$ cat src/sv/pcd_pkg.sv
`timescale 1ns / 1ps
`default_nettype none

package pcd_pkg;

    // Field and register widths fixed by the interface.
    localparam int COEFF_W      = 16;
    localparam int COEFF_IDX_W  = 7;
    localparam int THR_W        = 37;
    localparam int PLEN_W       = 8;
    localparam int PBITS_W      = 12;
    localparam int SPB_W        = 4;
    localparam int CFG_IDX_W    = 2;
    localparam int CFG_DATA_W   = 37;
    localparam int COUNT_W      = 32;

    // Register indexes on the configuration port.
    localparam logic [CFG_IDX_W-1:0] REG_THRESHOLD       = 2'd0;
    localparam logic [CFG_IDX_W-1:0] REG_PREAMBLE_LEN    = 2'd1;
    localparam logic [CFG_IDX_W-1:0] REG_PACKET_BITS     = 2'd2;
    localparam logic [CFG_IDX_W-1:0] REG_SAMPLES_PER_BIT = 2'd3;

    // Register reset values.
    localparam logic [THR_W-1:0]   THRESHOLD_RST       = 37'd3221225472;
    localparam logic [PLEN_W-1:0]  PREAMBLE_LEN_RST    = 8'd128;
    localparam logic [PBITS_W-1:0] PACKET_BITS_RST     = 12'd500;
    localparam logic [SPB_W-1:0]   SAMPLES_PER_BIT_RST = 4'd2;

    // Input word function codes.
    localparam logic FUNC_LOAD   = 1'b0;
    localparam logic FUNC_SAMPLE = 1'b1;

    typedef enum logic [2:0] {
        ST_IDLE  = 3'b001,
        ST_MAC   = 3'b010,
        ST_DRAIN = 3'b100
    } state_t;

    typedef struct packed {
        logic start;
        logic issue;
    } mac_ctrl_t;

endpackage

`default_nettype wire

$ cat src/sv/pcd_mac.sv
`timescale 1ns / 1ps
`default_nettype none

module pcd_mac #(
    parameter int SAMPLE_WIDTH = 16,
    parameter int MAX_TAPS     = 128,
    localparam int ACC_W       = SAMPLE_WIDTH + 16 + $clog2(MAX_TAPS)
) (
    input  wire logic                           clk,
    input  wire logic                           rst_n,
    input  wire pcd_pkg::mac_ctrl_t             ctrl,
    input  wire logic signed [SAMPLE_WIDTH-1:0] win_data,
    input  wire logic signed [15:0]             tap_data,
    output logic                                busy,
    output logic signed [ACC_W-1:0]             acc
);

    import pcd_pkg::*;

    localparam int PROD_W = SAMPLE_WIDTH + COEFF_W;

    logic                     data_valid_reg;
    logic                     prod_valid_reg;
    logic signed [PROD_W-1:0] prod_reg;
    logic signed [ACC_W-1:0]  acc_reg;

    // Read data arrives in the cycle after the address is issued.
    always_ff @(posedge clk or negedge rst_n)
    begin
        if (!rst_n)
        begin
            data_valid_reg <= 1'b0;
            prod_valid_reg <= 1'b0;
        end
        else
        begin
            data_valid_reg <= ctrl.issue;
            prod_valid_reg <= data_valid_reg;
        end
    end

    always_ff @(posedge clk)
    begin
        if (data_valid_reg)
        begin
            prod_reg <= win_data * tap_data;
        end
        if (ctrl.start)
        begin
            acc_reg <= '0;
        end
        else if (prod_valid_reg)
        begin
            acc_reg <= acc_reg + ACC_W'(prod_reg);
        end
    end

    assign busy = data_valid_reg | prod_valid_reg;
    assign acc  = acc_reg;

endmodule

`default_nettype wire

$ cat config.mk
export PLATFORM = sky130hd
export DESIGN_NAME = pcd_mac
export DESIGN_NICKNAME = d
export VERILOG_FILES = /design/src/sv/pcd_pkg.sv /design/src/sv/pcd_mac.sv
export SDC_FILE = /design/constraint.sdc
export NUM_CORES = 1
export LEC_CHECK = 0
export ABC_AREA = 1
export BUFFER_PORTS_ARGS = -buffer_cell sky130_fd_sc_hd__buf_2
export CAP_MARGIN = 20
export CORE_MARGIN = 5
export CORE_UTILIZATION = 25
export CTS_CLUSTER_DIAMETER = 30
export DETAILED_ROUTE_END_ITERATION = 8
export PLACE_DENSITY = 0.41
export SLEW_MARGIN = 20
export SYNTH_ARGS = -nofsm -noshare
export SYNTH_HDL_FRONTEND = slang
export SYNTH_SLANG_ARGS = --single-unit
$ cat constraint.sdc
create_clock -name clk -period 2.6 [get_ports clk]
set_input_delay 0.52 -clock clk [delete_from_list [all_inputs] [get_ports clk]]
set_output_delay 0.52 -clock clk [all_outputs]
set_load 0.05 [all_outputs]
# ---- Yosys cells after proc, flatten, opt, wreduce, memory -nomap -nowiden
# Index checks and enable logic that the tools add are counted.
dict set report totals {
  reg_bits 73
  input_bits 36
  wordCells 7
}
dict set report classes {
  addsub 1
  mul 1
  n_bitwise 1
}
# cell count
set ops {}
lappend ops {{$add 39x32->39} 1}
lappend ops {{$mul 16x16->32} 1}
lappend ops {{$or 1x1->1} 1}

# ---- Longest topological paths before layout
dict set report logic_depth {
  ltp_word 1
  mapped_depth 24
  mapped_depth_nobuf 23
}

# ---- Worst setup path before layout
# Ideal clock, no wire load.
dict set report synth_timing {
  path_type {input to register}
  from {in tap_data[3]}
  to {reg prod_reg[30] (data pin)}
  setup_time_ns 0.252
  t_arrival_ns 5.579
  t_required_ns 2.348
  slack_ns -3.231
  cell_stages 19
  path_buffers 2
  cell_sequence {clkbuf_1 -> clkbuf_1 -> nand2_1 -> inv_1 -> fa_1 -> fa_1 -> inv_1 -> fa_1 -> fa_1 -> fa_1 -> fa_1 -> inv_1 -> ha_1 -> nand2_1 -> nor3_1 -> nand2_1 -> o211a_1 -> nand3_1 -> nand2_1}
}
dict set report synth_between {
  elab_chain_cells 1
}
# element line
set synth_lines {}
lappend synth_lines {{from (decl)} pcd_mac.sv:13} ;# input wire logic signed [15:0] tap_data,
lappend synth_lines {{$mul 16x16->32} pcd_mac.sv:46} ;# prod_reg <= win_data * tap_data;
lappend synth_lines {{to (signal assigned)} pcd_mac.sv:46}
lappend synth_lines {{to (decl)} pcd_mac.sv:24} ;# logic signed [PROD_W-1:0] prod_reg;
# Every way passes these cells.
# A chain may end at the register's enable or synchronous reset.

# ---- Worst setup path after layout
dict set report layout_timing {
  from {in tap_data[15]}
  to {reg prod_reg[30] (data pin)}
}
# Same word-level chain as after synthesis.

==> run metrics <==
status=finished, violations left; failing checks=setup timing; Final ANT Viol Nets=0; CTS Buf Count=9; first-pass GRT wire length=79300 um; fin worst setup slack=-2.71 ns; r2r worst-path depth=11; Seq/Total Area, Yosys=0.114; Critical path buffers and inverters=8; multi-input combinational cell area=about 13000 um2; Bufs on Longest Clock Path=2; WL/cell=between 10 and 15 um; Syn Nets=between 2000 and 3000; filler instances=6583; CP required=~2.7 ns; Residual DRC=0; min-delay src=ctrl[0]; CP cell instances=buf_6 > clkinvlp_4 > buf_6 > or2_2 > fa_1 > inv_1 > fa_1 > inv_1 > fa_1 > inv_1 > fa_1 > fa_1 > inv_1 > fa_1 > inv_2 > ha_4 > nand2_4 > nor3_4 > nand2_1 > o211a_1 > nand3_1 > nand2_1; CP Launch Type=input port; Worst path slowest cell=fa_1; YS warnings=0; row cnt=91; RSZ-0062 raised after global routing=yes; Die Area=between 60000 and 70000 um2; reg2reg start=prod_reg[21]; setup violators final=28; Final nets=2764; Area Growth Syn to Fin=30.8%; crit path kind=in2reg; met1 WL=approximately 22000 um; DRT Pass-1 Iters=5; Hold Fails Final Rpt=0; I/O Buffers=75; Synth async-reset ratio=0.0274; drt total wl=between 40000 and 50000 um; Die Height=about 260 um; Tmin final=between 5 and 6 ns; Final Cell Area=between 20000 and 25000 um2; vias in the first global route=about 15000; post-synth design cell area=15700 um2; Worst Tran Pin Value=slightly below 0.7 ns; crit share post-route=2.04; antenna fix cells=0; worst clock skew=about 0.011 ns; Hold Path Class=in2reg; critical path's largest stage delay=approximately 0.49 ns; clock sinks=73; Initial Utilization=0.253; placed cell areas=approximately 19000 um2; Post-synth EDFFs=32; root buf cell=clkbuf_16; Avg Vias per Cell=4.20; Main synth FF type=dfxtp_1; max FFs per register=39; Synth Register Bits=73; Via Count=~13000; share of layout cells above drive strength 1=0.246; synth unique cells=45; origin of the worst setup path=tap_data[15]; met2 wire len=about 23000 um; critical path arrival=5.43 ns; Crit Path Max Fanout=8; largest net degree at the start of global routing=64; Clk pin slew, worst setup/hold paths=approximately 0.07 ns; Max Cap Violations=0; initial DRC count=about 600; met3 routed WL=1510 um; Total GRT Usage=0.145; CTS tree=yes; syn avg cell area=~7.4 um2; global route overflow=0; Crit path top cell by count=fa_1; Critical Path Stages=22; detailed placer's ending HPWL=42200 um; family with the most delay on the worst path=adder cells; Worst R2R Setup Slack=between 0.2 and 0.25 ns; sequential standard cell area=around 1800 um2; top routing layer in use=met4; FMAX=~190 MHz; final slew viol count=0; CP Capture Type=flop; RePlAce Congestion=~0.9; CTS H-tree depth=3; Mapped Cells=between 2000 and 2500; worst skew pair latency=0.35 ns; worst hold path stage count=1; core area=between 60000 and 70000 um2; slew margin rel.=0.547; initial antenna violation count=0; # IOs=76; Die X=between 200 and 300 um
==> what timing repair did <==
item / in CTS / in global routing
gates resized for setup: 238 / 78
endpoints found under the hold margin: 2 / 0
gates cloned: 1 / 0
setup buffers: 26 / 12
pin swaps: 82 / 25
endpoints found under the setup margin: 28 / 30
hold buffers: 1 / 0
==> cells in the mapped netlist, drive strengths merged, types with 4 or more instances <==
| master | count | area share |
|---|---|---|
| nand3 | 51 | 0.017 |
| o21ai | 58 | 0.019 |
| a21oi | 71 | 0.023 |
| nand4 | 20 | 0.0080 |
| xnor2 | 17 | 0.0095 |
| or2 | 6 | 0.0024 |
| dfxtp | 39 | 0.050 |
| fa | 263 | 0.34 |
| buf | 4 | 0.0012 |
| a21o | 6 | 0.0029 |
| nand2 | 535 | 0.13 |
| inv | 563 | 0.13 |
| xor2 | 35 | 0.020 |
| a21boi | 4 | 0.0024 |
| ha | 120 | 0.096 |
| o21bai | 12 | 0.0058 |
| nor3 | 8 | 0.0032 |
| clkbuf | 67 | 0.016 |
| nor2 | 193 | 0.048 |
| edfxtp | 32 | 0.061 |
==> final timing paths <==
kind | to
hold reg to reg | acc[38]
max in group asynchronous | prod_valid_reg
setup reg to reg | acc[22]
min in group asynchronous | prod_valid_reg
hold / removal | data_valid_reg
setup / recovery | prod_reg[30]
==> metrics by stage <==
stage | worst slack (ns) | util | setup TNS, ns | hold slack (ns) | std cells
after detailed placement | -3.22 | 0.302 | -76.77 | 0.308 | 3134
after floorplan | -2.80 | - | -62.48 | 0.224 | 2126
final | -2.71 | 0.331 | -61.66 | 0.278 | 3187
after global placement | -3.21 | 0.302 | -76.38 | 0.304 | 3134
after CTS | -2.71 | 0.325 | -61.64 | 0.265 | 3177
after global routing | -2.94 | 0.331 | -66.21 | 0.264 | 3187
==> logic make-up after synthesis <==
kind of cell    share of synthesized area
flops                               0.114
xor+xnor                           0.0291
fa+ha+maj                           0.432
compound gates                     0.0603
simple gates                        0.212
buf+inv                             0.152
==> cell usage in the layout (no fill, tap or decap), drive strengths merged, types with 35 or more instances in the layout <==
master / instances
o21ai: 58
dfxtp: 39
nand2: 535
nand3: 51
a21oi: 71
fa: 263
nor2: 193
buf: 276
ha: 120
inv: 567
xor2: 35
==> routing by layer <==
metal	track usage	vias to the layer above
li1	-	6648
met1	0.196	6484
met2	0.259	216
met3	0.0128	38
met4	0.0226	0
met5	0	-
==> area by class of cell <==
type / count / area share
Multi-Input combinational cell: 1419 / 0.624
Timing Repair Buffer: 279 / 0.120
Inverter: 563 / 0.104
Sequential cell: 73 / 0.0876
Tap cell: 837 / 0.0511
Clock buffer: 9 / 0.0110
Clock inverter: 7 / 0.00348
Power is left out: the tool's default activity adds up to more than one toggle a clock period on the data nets, which glitch-free logic cannot reach.
